--- config.mk ---
export PLATFORM = sky130hd
export DESIGN_NAME = drive_telemetry_poll_sequencer_core
export DESIGN_NICKNAME = d
export VERILOG_FILES = /design/src/dtps_pkg.sv /design/src/dtps_volt_decode.sv /design/src/drive_telemetry_poll_sequencer_core.sv
export SDC_FILE = /design/constraint.sdc
export NUM_CORES = 1
export LEC_CHECK = 0
export ABC_AREA = 1
export BUFFER_PORTS_ARGS = -buffer_cell sky130_fd_sc_hd__buf_2
export CORE_MARGIN = 8
export CORE_UTILIZATION = 60
export CTS_CLUSTER_SIZE = 16
export DETAILED_ROUTE_END_ITERATION = 8
export GPL_ROUTABILITY_DRIVEN = 0
export PLACE_DENSITY = 0.81
export SYNTH_ARGS = -nofsm -noshare
export SYNTH_HDL_FRONTEND = slang
export SYNTH_SLANG_ARGS = --single-unit
--- constraint.sdc ---
create_clock -name clk -period 14.2 [get_ports clk]
set_clock_uncertainty 0.1 [all_clocks]
set_input_delay 0 -clock clk [delete_from_list [all_inputs] [get_ports clk]]
set_output_delay 0 -clock clk [all_outputs]
set_load 0.01 [all_outputs]
--- src/dtps_pkg.sv ---
// Shared constants and types for the drive telemetry poll sequencer.
package dtps_pkg;

  localparam int unsigned WordW    = 16;
  localparam int unsigned PressW   = 11;
  localparam int unsigned CountW   = 3;
  localparam int unsigned InDataW  = 104;
  localparam int unsigned OutDataW = 128;
  localparam int unsigned CfgAddrW = 5;

  // Decode thresholds for voltage words and pressures, all in raw register units.
  localparam logic [WordW-1:0] BusLow    = 16'd1500;
  localparam logic [WordW-1:0] BusHigh   = 16'd9000;
  localparam logic [WordW-1:0] NearFreq  = 16'd200;
  localparam logic [WordW-1:0] SmallVout = 16'd500;
  localparam logic [WordW-1:0] PressMax  = 16'd2000;

  localparam logic [CountW-1:0] CountBlock  = 3'd4;
  localparam logic [CountW-1:0] CountSingle = 3'd1;

  // Register indexes on the configuration port.
  localparam logic [2:0] RegEnable   = 3'd0;
  localparam logic [2:0] RegPeriod   = 3'd1;
  localparam logic [2:0] RegAddrBlk  = 3'd2;
  localparam logic [2:0] RegAddrStat = 3'd3;
  localparam logic [2:0] RegAddrPfb  = 3'd4;
  localparam logic [2:0] RegAddrPset = 3'd5;

  typedef struct packed {
    logic [WordW-1:0] vdc;
    logic [WordW-1:0] vout;
  } dtps_volt_t;

endpackage

--- src/dtps_volt_decode.sv ---
// Tells the DC bus word apart from the output voltage word of a block read.
module dtps_volt_decode (
  input  logic [dtps_pkg::WordW-1:0] freq_word,
  input  logic [dtps_pkg::WordW-1:0] word1,
  input  logic [dtps_pkg::WordW-1:0] word2,
  output dtps_pkg::dtps_volt_t       volt
);
  import dtps_pkg::*;

  logic             bus1;
  logic             bus2;
  logic             mirror1;
  logic             at1;
  logic [WordW-1:0] diff1;
  logic [WordW-1:0] scaled1;
  logic [WordW-1:0] scaled2;
  logic [WordW-1:0] onevolt2;

  assign bus1    = (word1 >= BusLow) && (word1 <= BusHigh);
  assign bus2    = (word2 >= BusLow) && (word2 <= BusHigh);
  assign diff1   = (word1 >= freq_word) ? (word1 - freq_word) : (freq_word - word1);
  // A word close to a nonzero frequency is the frequency mirrored.
  assign mirror1 = (freq_word != '0) && (diff1 <= NearFreq);
  assign at1     = bus1 && !mirror1;

  // Below 500 the product is at most 4990, so 16 bits hold it.
  assign scaled1  = WordW'(word1 * 4'd10);
  assign scaled2  = WordW'(word2 * 4'd10);
  assign onevolt2 = (word2 < SmallVout) ? scaled2 : word2;

  always_comb begin
    if (bus2 && !at1) begin
      volt.vdc  = word2;
      volt.vout = (!mirror1 && (word1 != '0) && (word1 < SmallVout)) ? scaled1 : '0;
    end else if (at1) begin
      volt.vdc  = word1;
      volt.vout = bus2 ? '0 : onevolt2;
    end else begin
      volt.vdc  = word1;
      volt.vout = onevolt2;
    end
  end

endmodule

--- src/drive_telemetry_poll_sequencer_core.sv ---
// Top level of the drive telemetry poll sequencer: input stage, poll sequencer, output stage.
// An accepted word is registered in the input stage; the sequencer step works on it there and
// registers its result word in the output stage, which drives out_tdata.
// Throughput: one word per cycle while the skid entry is free. A two-entry output stage holds
// one result behind a stalled head word; then the input stalls until the head is taken.
// Reset (rst_n low, synchronous): phase idle, nothing outstanding, due time and all stored
// telemetry zero, configuration registers to their defaults, both stages empty.
module drive_telemetry_poll_sequencer_core (
  input  logic                               clk,
  input  logic                               rst_n,
  // Input words.
  input  logic                               in_tvalid,
  output logic                               in_tready,
  // [31:0] now_ms, [32] cli_idle, [33] bus_busy, [34] result_ok, [50:35] word0,
  // [66:51] word1, [82:67] word2, [98:83] word3, [99] request_ready, [103:100] zero
  input  logic [dtps_pkg::InDataW-1:0]       in_tdata,
  // Result words.
  output logic                               out_tvalid,
  input  logic                               out_tready,
  // [0] req_valid, [16:1] req_addr, [19:17] req_count, [20] report_valid,
  // [36:21] freq_centihz, [52:37] current_centiamp, [68:53] vdc_tenths,
  // [84:69] vout_tenths, [95:85] pset_tenths, [106:96] pfb_tenths,
  // [122:107] drive_status, [127:123] zero
  output logic [dtps_pkg::OutDataW-1:0]      out_tdata,
  // Configuration port.
  input  logic                               cfg_psel,
  input  logic                               cfg_penable,
  input  logic                               cfg_pwrite,
  input  logic [dtps_pkg::CfgAddrW-1:0]      cfg_paddr,
  input  logic [31:0]                        cfg_pwdata,
  output logic [31:0]                        cfg_prdata,
  output logic                               cfg_pready
);
  import dtps_pkg::*;

  typedef enum logic [2:0] {
    PH_IDLE,
    PH_BLOCK,
    PH_STATUS,
    PH_PFB,
    PH_PSET
  } phase_t;

  // Configuration registers.
  logic             enable_r;
  logic [WordW-1:0] period_r;
  logic [WordW-1:0] addr_blk_r;
  logic [WordW-1:0] addr_stat_r;
  logic [WordW-1:0] addr_pfb_r;
  logic [WordW-1:0] addr_pset_r;

  // Sequencer state and stored telemetry.
  phase_t            phase_r, phase_nxt;
  logic              await_r, await_nxt;
  logic [31:0]       due_r, due_nxt;
  logic [WordW-1:0]  freq_r, freq_nxt;
  logic [WordW-1:0]  cur_r, cur_nxt;
  logic [WordW-1:0]  vdc_r, vdc_nxt;
  logic [WordW-1:0]  vout_r, vout_nxt;
  logic [PressW-1:0] pset_r, pset_nxt;
  logic [PressW-1:0] pfb_r, pfb_nxt;
  logic [WordW-1:0]  stat_r, stat_nxt;

  // Input stage and two-entry output stage.
  logic                in_valid_r;
  logic [InDataW-1:0]  in_data_r;
  logic                out_valid_r;
  logic [OutDataW-1:0] out_data_r;
  logic                skid_valid_r;
  logic [OutDataW-1:0] skid_data_r;

  logic cfg_wr;
  logic fire;
  logic out_pop;

  // Fields of the word in the input stage.
  logic [31:0]      now_ms;
  logic             cli_idle;
  logic             bus_busy;
  logic             result_ok;
  logic [WordW-1:0] word0;
  logic [WordW-1:0] word1;
  logic [WordW-1:0] word2;
  logic [WordW-1:0] word3;
  logic             request_ready;

  // Result of this step.
  logic             req_valid;
  logic [WordW-1:0] req_addr;
  logic [CountW-1:0] req_count;
  logic             report_valid;
  logic             finish;
  logic             due;
  logic [31:0]      elapsed;
  logic [OutDataW-1:0] res_data;
  dtps_volt_t       volt;

  assign now_ms        = in_data_r[31:0];
  assign cli_idle      = in_data_r[32];
  assign bus_busy      = in_data_r[33];
  assign result_ok     = in_data_r[34];
  assign word0         = in_data_r[50:35];
  assign word1         = in_data_r[66:51];
  assign word2         = in_data_r[82:67];
  assign word3         = in_data_r[98:83];
  assign request_ready = in_data_r[99];

  dtps_volt_decode u_volt (
    .freq_word (word0),
    .word1     (word1),
    .word2     (word2),
    .volt      (volt)
  );

  // The sequencer steps whenever the input stage holds a word and the skid entry is
  // free, so the new result always has a place even if the head word stalls.
  assign fire      = in_valid_r && !skid_valid_r;
  assign in_tready = !in_valid_r || fire;
  assign out_pop   = out_valid_r && out_tready;

  assign out_tvalid = out_valid_r;
  assign out_tdata  = out_data_r;

  // Configuration access: writes land at the access phase, reads are direct.
  assign cfg_pready = 1'b1;
  assign cfg_wr     = cfg_psel && cfg_penable && cfg_pwrite && cfg_pready;

  always_comb begin
    cfg_prdata = '0;
    case (cfg_paddr[4:2])
      RegEnable:   cfg_prdata = {31'd0, enable_r};
      RegPeriod:   cfg_prdata = {16'd0, period_r};
      RegAddrBlk:  cfg_prdata = {16'd0, addr_blk_r};
      RegAddrStat: cfg_prdata = {16'd0, addr_stat_r};
      RegAddrPfb:  cfg_prdata = {16'd0, addr_pfb_r};
      RegAddrPset: cfg_prdata = {16'd0, addr_pset_r};
      default:     cfg_prdata = '0;
    endcase
  end

  // The due test is wrap-aware: the cycle is due once now_ms is at or past the
  // scheduled time within half the 32-bit range.
  assign elapsed = now_ms - due_r;
  assign due     = !elapsed[31];

  // One poll tick. The idle phase may start a block read; every other phase
  // consumes the outstanding read once the bus is free and issues the next one or ends the cycle.
  always_comb begin
    phase_nxt    = phase_r;
    await_nxt    = await_r;
    due_nxt      = due_r;
    freq_nxt     = freq_r;
    cur_nxt      = cur_r;
    vdc_nxt      = vdc_r;
    vout_nxt     = vout_r;
    pset_nxt     = pset_r;
    pfb_nxt      = pfb_r;
    stat_nxt     = stat_r;
    req_valid    = 1'b0;
    req_addr     = '0;
    req_count    = '0;
    report_valid = 1'b0;
    finish       = 1'b0;

    if (enable_r) begin
      if (phase_r == PH_IDLE) begin
        if (cli_idle && due && !bus_busy && request_ready) begin
          req_valid = 1'b1;
          req_addr  = addr_blk_r;
          req_count = CountBlock;
          phase_nxt = PH_BLOCK;
          await_nxt = 1'b1;
        end
      end else if (!bus_busy && await_r) begin
        await_nxt = 1'b0;
        case (phase_r)
          PH_BLOCK: begin
            if (result_ok) begin
              freq_nxt = word0;
              cur_nxt  = word3;
              vdc_nxt  = volt.vdc;
              vout_nxt = volt.vout;
            end
            // A refused status request ends the cycle without a report.
            if (request_ready) begin
              req_valid = 1'b1;
              req_addr  = addr_stat_r;
              req_count = CountSingle;
              phase_nxt = PH_STATUS;
              await_nxt = 1'b1;
            end else begin
              finish = 1'b1;
            end
          end
          PH_STATUS: begin
            if (result_ok) begin
              stat_nxt = word0;
            end
            if (request_ready) begin
              req_valid = 1'b1;
              req_addr  = addr_pfb_r;
              req_count = CountSingle;
              phase_nxt = PH_PFB;
              await_nxt = 1'b1;
            end else begin
              report_valid = 1'b1;
              finish       = 1'b1;
            end
          end
          PH_PFB: begin
            // An out-of-range feedback pressure is stored as zero.
            if (result_ok) begin
              pfb_nxt = (word0 <= PressMax) ? word0[PressW-1:0] : '0;
            end
            if (request_ready) begin
              req_valid = 1'b1;
              req_addr  = addr_pset_r;
              req_count = CountSingle;
              phase_nxt = PH_PSET;
              await_nxt = 1'b1;
            end else begin
              report_valid = 1'b1;
              finish       = 1'b1;
            end
          end
          PH_PSET: begin
            // An out-of-range setpoint leaves the previous one in place.
            if (result_ok && (word0 <= PressMax)) begin
              pset_nxt = word0[PressW-1:0];
            end
            report_valid = 1'b1;
            finish       = 1'b1;
          end
          default: begin
            phase_nxt = PH_IDLE;
          end
        endcase
      end
    end

    if (finish) begin
      phase_nxt = PH_IDLE;
      due_nxt   = now_ms + {16'd0, period_r};
    end
  end

  // Report fields read the values stored by this very tick, zero without a report.
  always_comb begin
    res_data = '0;
    res_data[0]     = req_valid;
    res_data[16:1]  = req_addr;
    res_data[19:17] = req_count;
    res_data[20]    = report_valid;
    if (report_valid) begin
      res_data[36:21]   = freq_nxt;
      res_data[52:37]   = cur_nxt;
      res_data[68:53]   = vdc_nxt;
      res_data[84:69]   = vout_nxt;
      res_data[95:85]   = pset_nxt;
      res_data[106:96]  = pfb_nxt;
      res_data[122:107] = stat_nxt;
    end
  end

  always_ff @(posedge clk) begin
    if (!rst_n) begin
      enable_r     <= 1'b0;
      period_r     <= 16'd1000;
      addr_blk_r   <= 16'd4097;
      addr_stat_r  <= 16'd0;
      addr_pfb_r   <= 16'd4112;
      addr_pset_r  <= 16'd0;
      phase_r      <= PH_IDLE;
      await_r      <= 1'b0;
      due_r        <= '0;
      freq_r       <= '0;
      cur_r        <= '0;
      vdc_r        <= '0;
      vout_r       <= '0;
      pset_r       <= '0;
      pfb_r        <= '0;
      stat_r       <= '0;
      in_valid_r   <= 1'b0;
      out_valid_r  <= 1'b0;
      skid_valid_r <= 1'b0;
    end else begin
      if (cfg_wr) begin
        case (cfg_paddr[4:2])
          RegEnable:   enable_r    <= cfg_pwdata[0];
          RegPeriod:   period_r    <= cfg_pwdata[15:0];
          RegAddrBlk:  addr_blk_r  <= cfg_pwdata[15:0];
          RegAddrStat: addr_stat_r <= cfg_pwdata[15:0];
          RegAddrPfb:  addr_pfb_r  <= cfg_pwdata[15:0];
          RegAddrPset: addr_pset_r <= cfg_pwdata[15:0];
          default: begin
          end
        endcase
      end

      if (in_tready) begin
        in_valid_r <= in_tvalid;
      end

      if (fire) begin
        phase_r <= phase_nxt;
        await_r <= await_nxt;
        due_r   <= due_nxt;
        freq_r  <= freq_nxt;
        cur_r   <= cur_nxt;
        vdc_r   <= vdc_nxt;
        vout_r  <= vout_nxt;
        pset_r  <= pset_nxt;
        pfb_r   <= pfb_nxt;
        stat_r  <= stat_nxt;
      end

      // Output stage: the head word holds until taken; a new result that finds
      // the head stalled waits in the skid entry.
      if (fire) begin
        if (!out_valid_r || out_pop) begin
          out_valid_r <= 1'b1;
        end else begin
          skid_valid_r <= 1'b1;
        end
      end else if (out_pop) begin
        out_valid_r  <= skid_valid_r;
        skid_valid_r <= 1'b0;
      end
    end
  end

  // Payload registers carry no reset.
  always_ff @(posedge clk) begin
    if (in_tready && in_tvalid) begin
      in_data_r <= in_tdata;
    end
    if (fire) begin
      if (!out_valid_r || out_pop) begin
        out_data_r <= res_data;
      end else begin
        skid_data_r <= res_data;
      end
    end else if (out_pop && skid_valid_r) begin
      out_data_r <= skid_data_r;
    end
  end

  // The skid entry only fills behind a stalled head word.
  a_skid_behind_head: assert property (@(posedge clk) disable iff (!rst_n)
    skid_valid_r |-> out_valid_r)
    else $error("skid entry holds a word while the head is empty");

  // A read is outstanding only outside the idle phase.
  a_await_phase: assert property (@(posedge clk) disable iff (!rst_n)
    await_r |-> (phase_r != PH_IDLE))
    else $error("read outstanding in idle phase");

  // A report never comes out of the idle phase.
  a_no_idle_report: assert property (@(posedge clk) disable iff (!rst_n)
    (fire && (phase_r == PH_IDLE)) |-> !report_valid)
    else $error("report issued from idle phase");

  // While disabled a tick leaves the sequencer untouched.
  a_disabled_hold: assert property (@(posedge clk) disable iff (!rst_n)
    (fire && !enable_r) |=> ($stable(phase_r) && $stable(due_r)))
    else $error("sequencer moved while disabled");

  // A block read request always asks for four words and a single read for one.
  a_req_count: assert property (@(posedge clk) disable iff (!rst_n)
    (fire && req_valid) |-> ((phase_r == PH_IDLE) == (req_count == CountBlock)))
    else $error("request word count does not match phase");

endmodule

---- After elaboration in Yosys (flattened, before gate mapping) ----
Index checks and enable logic that the tools add are counted.
Widths: inputs -> output; s select.
cells by class
  shift-type cells ........................ 0
  order comparisons ....................... 9
  bitwise logic cells ..................... 1
  $mul .................................... 2
  $add $sub $neg .......................... 4
  eq/ne operators ......................... 17
  mux-type cells .......................... 94
  reduce and logical (&&, ||, !) cells .... 51
  divide/modulo/power cells ............... 0
operators by type and width
  kind                   count
  $mux 16                37
  $mux 128               3
  $mux 11                11
  $mux 102               1
  $pmux 16 s6            1
  $pmux 16 s3            1
  $mux 3                 11
  $add 32x16->32         1
  $ge 16x11->1 const B   2
  $le 16x14->1 const B   2
  $lt 16x9->1 const B    2
  $mul 16x3->15 const B  2
  $mux 32                1
  $reduce_bool 16->1     2
  $sub 16x16->16         2
  $sub 32x32->32         1
  $mux 1                 25
  $reduce_and 2->1       11
  $logic_and 1x1->1      18
  $ge 16x16->1           1
  $le 16x11->1 const B   1
  $le 16x8->1 const B    1
  $eq 3x2->1 const B     4
  $ne 4x4->1 const B     3
  other kinds (18)       34
word-level totals
  RAM bits ................................ 0
  register bits after elaboration ......... 573
  word-level logic and storage cells ...... 200
  output and inout bits ................... 163
  bits in latches ......................... 0
  memories ................................ 0
  input bits .............................. 148
  memory bits (read-only) ................. 0

---- Longest topological paths before layout ----
Gate-level depths: netlist of run 1.
  word-level depth ........................ 17
  mapped depth ............................ 27
  gate-level depth less buffers ........... 27

---- Modules after synthesis ----
From an unflattened synthesis of run 1, not the netlist that was laid out.
second synthesis, totals
  cell total of the unflattened synthesis .. 3449
  area, all modules ....................... 29204.3 µm²
modules (own cells, without submodules)
  module                               sequential area each (µm²)  instances  area each (µm²)  cells each
  drive_telemetry_poll_sequencer_core  14774.2                     1          24777.5          2632
  dtps_volt_decode                     0.0                         1          4426.7           817

---- Worst setup path before layout of run 1 ----
Ideal clock, no wire load.
  path type ............................... register to register
  start ................................... reg in_valid_r
  end ..................................... reg out_data_r[0] (netlist: out_tdata[0]), enable pin
  period minus slack after synthesis ...... 11646 ps
  stages on the path, launching flop included .. 8
  data required time ...................... 13310 ps
  buffers on the path ..................... 0
  data arrival time ....................... 10757 ps
  library setup time ...................... 790 ps
  slack ................................... 2554 ps
  cell sequence ........................... dfxtp_1 -> inv_1 -> nor2_1 -> inv_2 -> nor3_1 -> a21oi_1 -> o21ai_0 -> inv_1
between the ends
  word-level cells in the longest chain between the ends .. 3
  elaborated cells between the ends (all ways) .. 4
  those cells by class .................... eq/ne (1); reduce/logical (3)
ends and longest elaborated chain
  item                                                       RTL line                                    source
  start, declared                                            drive_telemetry_poll_sequencer_core.sv:65   logic in_valid_r;
  start signal, assigned                                     drive_telemetry_poll_sequencer_core.sv:301  in_valid_r <= in_tvalid;
  $logic_and 1x1->1 (*)                                      drive_telemetry_poll_sequencer_core.sv:117  assign fire = in_valid_r && !skid_valid_r;
  $ne 2x1->1 (no line) or $reduce_bool 2->1 (tied branches)  n/a
  $reduce_and 2->1 (no line) (*)                             n/a
  end signal, assigned                                       drive_telemetry_poll_sequencer_core.sv:339  out_data_r <= res_data;
  end signal, assigned                                       drive_telemetry_poll_sequencer_core.sv:344  out_data_r <= skid_data_r;
  end, declared                                              drive_telemetry_poll_sequencer_core.sv:68   logic [OutDataW-1:0] out_data_r;
Every way passes the cells marked *; elsewhere a longest branch is shown, timed or not.
A chain may end at the register's enable or synchronous reset.

---- Final worst setup path of run 1 ----
  start ................................... reg phase_r[0]
  end ..................................... reg out_data_r[105] (netlist: out_tdata[105]) (data pin)
between the ends
  word-level cells in the longest chain between the ends .. 9
  elaborated cells between the ends (all ways) .. 16
  those cells by class .................... eq/ne (3); mux (11); reduce/logical (2)
ends and longest elaborated chain
  item                       RTL line                                    source
  start, declared            drive_telemetry_poll_sequencer_core.sv:53   phase_t phase_r, phase_nxt;
  start signal, assigned     drive_telemetry_poll_sequencer_core.sv:305  phase_r <= phase_nxt;
  $eq 3x2->1                 drive_telemetry_poll_sequencer_core.sv:176  case (phase_r)
  $reduce_or 2->1 (no line)  n/a
  $pmux 1 s2                 drive_telemetry_poll_sequencer_core.sv:176
  $mux 1                     drive_telemetry_poll_sequencer_core.sv:174  end else if (!bus_busy && await_r) begin
  $mux 1 (*)                 drive_telemetry_poll_sequencer_core.sv:166  if (phase_r == PH_IDLE) begin
  $mux 1 (*)                 drive_telemetry_poll_sequencer_core.sv:165  if (enable_r) begin
  net report_valid           drive_telemetry_poll_sequencer_core.sv:91   logic report_valid;
  $mux 102 (*)               drive_telemetry_poll_sequencer_core.sv:254  if (report_valid) begin
  $mux 128 (*)               drive_telemetry_poll_sequencer_core.sv:338  if (!out_valid_r || out_pop) begin
  $mux 128 (*)               drive_telemetry_poll_sequencer_core.sv:337  if (fire) begin
The timed path passes the listed nets; every way through them passes the cells marked *. The select of a mux whose other input is x is not followed.

==> results of run 1 <==
-- synth_stat cells, drive strengths merged, types with 16 or more instances --
library cell,number
xor2,30
nor3,31
a21oi,194
or2,17
o21ai,241
buf,53
nand4,33
nand3,149
ha,123
a31oi,18
o211ai,102
dfxtp,222
clkbuf,116
o22ai,16
nand2,807
inv,436
nor2,371
xnor2,16
edfxtp,344
-- how the worst min path moves through the flow --
| stage | endpoint | cells past startpoint |
|---|---|---|
| after global placement | in_data_r[18] | 1 |
| after CTS | in_data_r[99] | 2 |
| after global routing | in_data_r[45] | 2 |
| final | in_data_r[56] | 2 |
| after detailed placement | in_data_r[11] | 1 |
| after floorplan | in_data_r[0] | 0 |
-- registers in the layout (all words and copies together) (netlist names), 32 cells and up --
name,cells
in_data_r,100
due_r,32
skid_data_r,122
out_tdata,122
-- cell families (layout without fill, tap and decap cells) --
kind of cell / count (synthesis) / after routing / synth area share (%)
simple gates: 1429 / 1429 / 20.3
compound gates: 629 / 629 / 13.0
buf+inv: 611 / 1050 / 8.36
flops: 566 / 566 / 51.0
fa+ha+maj: 126 / 126 / 5.52
xor+xnor: 46 / 46 / 1.39
mux: 13 / 13 / 0.449
other cells: 2 / 27 / 0.0259
-- layout make-up --
cell class                      count  area [um^2]  area share (%)
Timing Repair Buffer              500         3620            10.4
Multi-Input combinational cell   2266        11900            34.2
Tap cell                          615          769            2.21
Clock inverter                     27          325           0.935
Antenna cell                        4         10.0          0.0288
Sequential cell                   566        14800            42.4
Clock buffer                       81         1720            4.95
Inverter                          442         1660            4.78
-- metrics by stage --
step	setup slack (ns)	instances	hold WS, ns	power, uW	instance area, um^2
after floorplan	2.55	3443	-0.00113	2170	29100
after global placement	9.09	4178	0.0762	2280	30600
after detailed placement	9.03	4178	0.0781	2290	30600
after CTS	8.99	4497	0.00175	3940	34800
after global routing	8.53	4498	0.00206	4080	34800
final	8.91	4501	0.0190	3950	34800
-- critical path, stage by stage (launching register included) --
cell and delay, ns:
dfxtp_1 0.35, nor2_1 0.15, inv_1 0.07, nor2_1 0.30, nor3_1 0.19, o21ai_4 0.08
buf_4 0.55, clkinv_1 0.45, nor2_1 0.92, clkinv_1 1.27, o211ai_1 0.50, inv_1 0.07
-- metal layers --
metal  vias to the layer above  track usage [%]
met4                         0             12.6
met1                     11714             36.8
met3                       249             5.54
met5                         -                0
met2                      1315             49.1
li1                      12188                -
-- power by group --
part | switching [uW] | internal (uW) | leakage (uW) | total (uW)
logic | 295 | 181 | 0.00931 | 475
clock network | 663 | 959 | 0.00101 | 1620
registers | 44.8 | 1810 | 0.00509 | 1850
==> results by group, run 1 <==
STA
  – Final Critical Period: 5.29 ns
  – RSZ-0062 raised after global routing: false
  – Setup TNS: 0 ns
  – Final period util: between 30% and 40%
  – Hold Vio Cnt, Final: 0
  – Max_slew headroom: roughly 18%
  – Pins Over Slew Limit: 0
  – Measured slew at the worst slew-check pin: 1.23 ns
  – Final setup vio count: 0
  – FMAX: 189 MHz

Synthesis
  – Async set-reset flop share out of synthesis: 0%
  – Synth unique cells: 58
  – Post-synth top area share: 35.6%
  – Ranking of synthesized cells by area: edfxtp_1, dfxtp_1, nand2_1
  – Post-Syn Instances: about 3,400
  – Yosys top cell by area: edfxtp_1
  – Number of synthesized flops with an enable pin: 344
  – Avg Cell Area, Syn: 8.47 um^2
  – Synthesis Warnings: 0
  – Synth Register Bits: 566
  – Mapped Area: 29,000 um^2
  – Register area share after synthesis: between 50% and 60%
  – Post-synth top flop: edfxtp_1

Min path
  – Min-Delay Path Class: input port to register
  – Startpoint of the worst hold path: in_tdata[56]

Clock network
  – CTS max path bufs: 3
  – Root Buffer: clkbuf_16
  – CTS Sinks: 566
  – # hold bufs at CTS: 211
  – Postcts setup bufs: 0
  – CTS tree: done
  – Post-CTS resize count: 0
  – CTS clk-pin slew, worst paths: 0.07 ns
  – Skew-Pair Late Insertion Delay: ~0.63 ns
  – Inserted Clock Buffers: 57
  – Clock H-tree levels: 2

Global routing
  – Initial antenna violation count: 7
  – Total Routing Usage GR: 29.3%
  – Overflow after GRT: 0
  – Number of global-route vias before repair: between 20,000 and 25,000
  – First-pass GRT wire length: 132,000 um
  – Pin count of the biggest net entering global routing: 114

Critical path
  – RR Startpoint: phase_r[0]
  – Crit path from: phase_r[0]
  – Reg2reg end: out_tdata[105]
  – CP startpoint kind: register
  – Crit. End Element: register
  – R2R depth: 11
  – Worst path arrival time: 5.55 ns
  – Flop2flop setup slack: a little under 9 ns
  – Critical path required time: 14.47 ns
  – Kind of critical path: register to register
  – Crit path to: out_tdata[105]
  – Critical path fanouts, max: 59

Floorplan
  – Row count: 80
  – Die area: between 50,000 and 60,000 um^2
  – CORE AREA: around 48,000 um^2
  – Initial core utilization: 60.7%
  – Die Wd: 236 um
  – Die H: 236 um
  – # IOs: 311

Detailed routing
  – Met1 WL: roughly 33,000 um
  – Met2 wire len: 39,700 um
  – Wire per inst: approximately 19 um
  – Vias: 25,466
  – DRT Pass-1 Iters: 6
  – Vias per cell: 5.66
  – DRC: 0
  – Total Wirelength: 84,400 um
  – Iter 0 DRT Violations: 2,824
  – Antenna Violating Nets Remaining: 0
  – Wire length on met3: 7820 um
  – Top Metal Used: met4

Placed design
  – IO buf count: 265
  – HPWL Detailed: 52,500 um

Cells and area
  – Syn-to-layout area delta: 20.0%
  – Share of cells above drive strength 1: about an eighth
  – Filler instances: 3,379
  – Most common cell after layout, fill and taps aside: nand2_1
  – Most frequent cells in the layout: nand2_1, inv_1, nor2_1
  – Nets: 4,107
  – Util after Layout: 72.9%

Pwr
  – Pleak: 0.0154 uW
  – Pwr dens: about 110 nW/um^2
  – Max VDD drop: 105 uV

Run
  – Max-cap violations: 0

Run status
  – Outcome: finished, final reports clean
(Power assumes the default switching activity.)
==> run 2: changes to the inputs <==
--- a/config.mk
+++ b/config.mk
@@ -8,11 +8,11 @@
 export ABC_AREA = 1
 export BUFFER_PORTS_ARGS = -buffer_cell sky130_fd_sc_hd__buf_2
 export CORE_MARGIN = 8
-export CORE_UTILIZATION = 60
+export CORE_UTILIZATION = 54
 export CTS_CLUSTER_SIZE = 16
 export DETAILED_ROUTE_END_ITERATION = 8
 export GPL_ROUTABILITY_DRIVEN = 0
-export PLACE_DENSITY = 0.81
+export PLACE_DENSITY = 0.77
 export SYNTH_ARGS = -nofsm -noshare
 export SYNTH_HDL_FRONTEND = slang
 export SYNTH_SLANG_ARGS = --single-unit
==> constraint.sdc (replaced) <==
create_clock -name clk -period 4.24 [get_ports clk]
set_clock_uncertainty 0.1 [all_clocks]
set_input_delay 0 -clock clk [delete_from_list [all_inputs] [get_ports clk]]
set_output_delay 0 -clock clk [all_outputs]
set_load 0.01 [all_outputs]
==> run 2 against run 1 <==
Against the previous run:
- cell area grew 0.90%
- sequential power grew to 3.3 times the previous value
- via count shrank 0.11%
- total power grew to 3.3 times the previous value
- sequential share of layout area shrank 0.38 points
- setup slack lost 8.6 ns
- sequential cell count is the same
- wire length shrank 0.38%
- die area grew 10%
- critical path depth grew 14
- utilization shrank 7.2 points
- critical path type unchanged
- largest cell class unchanged
==> results by group, run 2 (synthesis results as in run 1) <==
STA
  – Setup TNS: 0 ns
  – Final Critical Period: 3.94 ns
  – Hold Vio Cnt, Final: 0
  – RSZ-0062 raised after global routing: false
  – Pins Over Slew Limit: 0
  – FMAX: 254 MHz
  – Final period util: 92.8%
  – Measured slew at the worst slew-check pin: 1.31 ns
  – Max_slew headroom: between 10% and 20%
  – Final setup vio count: 0

Global routing
  – Number of global-route vias before repair: 24,288
  – Initial antenna violation count: 2
  – Overflow after GRT: 0
  – Pin count of the biggest net entering global routing: 231
  – First-pass GRT wire length: ~130,000 um
  – Total Routing Usage GR: 27.0%

Floorplan
  – # IOs: roughly 310
  – Die area: 61,400 um^2
  – CORE AREA: 53,500 um^2
  – Die H: 248 um
  – Row count: 85
  – Die Wd: approximately 250 um
  – Initial core utilization: 54.2%

Critical path
  – Slowest cell on crit path: edfxtp_1
  – CP startpoint kind: register
  – Critical path's most frequent cell: nand2_1
  – Slowest Stage Delay on Critical Path: 0.48 ns
  – Critical path fanouts, max: 19
  – WP buf/inv: 4
  – Worst path arrival time: ~4.2 ns
  – Kind of critical path: register to register
  – Delay-heaviest family, CP: simple AND/OR/NAND/NOR gates
  – Critical path required time: 4.49 ns
  – Flop2flop setup slack: 0.30 ns
  – Crit. End Element: register

Cells and area
  – Most frequent cells in the layout: nand2_1, inv_1, nor2_1
  – Nets: 4,134
  – Share of cells above drive strength 1: between 10% and 20%
  – Filler instances: 4,204
  – Most common cell after layout, fill and taps aside: nand2_1
  – Syn-to-layout area delta: 21.1%
  – Util after Layout: 65.7%

Detailed routing
  – Iter 0 DRT Violations: 2,581
  – Met2 wire len: approximately 39,000 um
  – Vias: 25,439
  – Met1 WL: about 34,000 um
  – Antenna Violating Nets Remaining: 0
  – Wire length on met3: 7110 um
  – DRC: 0
  – Total Wirelength: ~84,000 um
  – Vias per cell: 5.52
  – Wire per inst: around 18 um
  – DRT Pass-1 Iters: 6
  – Top Metal Used: met4

Clock network
  – CTS Sinks: 566
  – Root Buffer: clkbuf_16
  – CTS clk-pin slew, worst paths: about 0.060 ns
  – Clock H-tree levels: 2
  – CTS tree: done
  – Post-CTS resize count: 0
  – Skew-Pair Late Insertion Delay: around 0.61 ns
  – CTS max path bufs: 3
  – Inserted Clock Buffers: 58

Pwr
  – Max VDD drop: 343 uV
  – Pleak: 0.0155 uW
  – Pwr dens: 375 nW/um^2

Placed design
  – HPWL Detailed: 55,400 um
  – IO buf count: roughly 270

Run
  – Max-cap violations: 0

Min path
  – Min-Delay Path Class: input port to register

Run status
  – Outcome: finished, final reports clean
## run 2: cell types whose count changed in the layout (fill, tap and decap cells not counted), sizes merged
| cell | change |
|---|---|
| diode | -3 |
| clkbuf | -10 |
| inv | +1 |
| clkinvlp | +4 |
| clkinv | +3 |
| dlygate4sd3 | -8 |
| bufinv | +3 |
| buf | +34 |
## run 2: worst reg2reg max path: stages (launching register included)
cell,delay [ns]
edfxtp_1,0.48
inv_1,0.13
ha_1,0.42
nand2_1,0.11
nand2_1,0.06
nand2_1,0.06
nand2_1,0.06
nand2_1,0.06
nand4_1,0.18
a21oi_4,0.34
nand2_1,0.09
nand2_1,0.10
nand2_1,0.05
nor2_1,0.10
nand2_1,0.06
nor2_2,0.12
nand2_4,0.14
nand2_4,0.11
nand2_4,0.17
buf_4,0.24
nand3_1,0.08
o21ai_0,0.10
inv_1,0.09
nand2_1,0.07
nand2_1,0.11
inv_1,0.05
## run 2: timing repair
| item | 4_1_cts | 5_1_grt |
|---|---|---|
| endpoints found under the hold margin | 207 | 0 |
| hold buffers | 203 | 0 |
| buffers inserted | 0 | 0 |
## run 2: layout make-up
| cell class | count | area [um^2] | share of cell area [%] |
|---|---|---|---|
| Sequential cell | 566 | 14800 | 42.1 |
| Tap cell | 696 | 871 | 2.48 |
| Inverter | 442 | 1660 | 4.73 |
| Multi-Input combinational cell | 2266 | 11900 | 34.0 |
| Timing Repair Buffer | 526 | 3870 | 11.0 |
| Antenna cell | 1 | 2.50 | 0.00713 |
| Clock buffer | 71 | 1580 | 4.51 |
| Clock inverter | 38 | 430 | 1.23 |
## run 2: worst paths after layout
kind                            cells past startpoint            end          start
worst max register to register                     25  out_tdata[67]  in_data_r[44]
worst max-delay path                               25  out_tdata[67]  in_data_r[44]
worst min register to register                      2        await_r        await_r
worst min-delay path                                2  in_data_r[55]   in_tdata[55]
## run 2: metal layers
layer	vias to the layer above	global-route usage, %
met5	-	0
met4	0	11.7
met3	228	4.52
met2	1143	44.9
met1	11802	34.5
li1	12266	-
## run 2: stage by stage
stage | hold slack, ns | instances | instance area (um^2) | worst slack (ns) | total power, uW
floorplan | -0.00113 | 3443 | 29100 | -1.84 | 7260
global placement | 0.0761 | 4293 | 31100 | 0.471 | 7690
detailed placement | 0.0781 | 4293 | 31100 | 0.417 | 7720
CTS | 0.000547 | 4605 | 35100 | 0.363 | 13200
global route | 0.0181 | 4605 | 35100 | 0.00422 | 13700
finish | 0.0345 | 4606 | 35100 | 0.305 | 13200
## run 2: power breakdown
| group | total, uW | switching (uW) | internal, uW |
|---|---|---|---|
| registers | 6170 | 130 | 6040 |
| logic | 1620 | 1000 | 620 |
| clock network | 5390 | 2190 | 3200 |
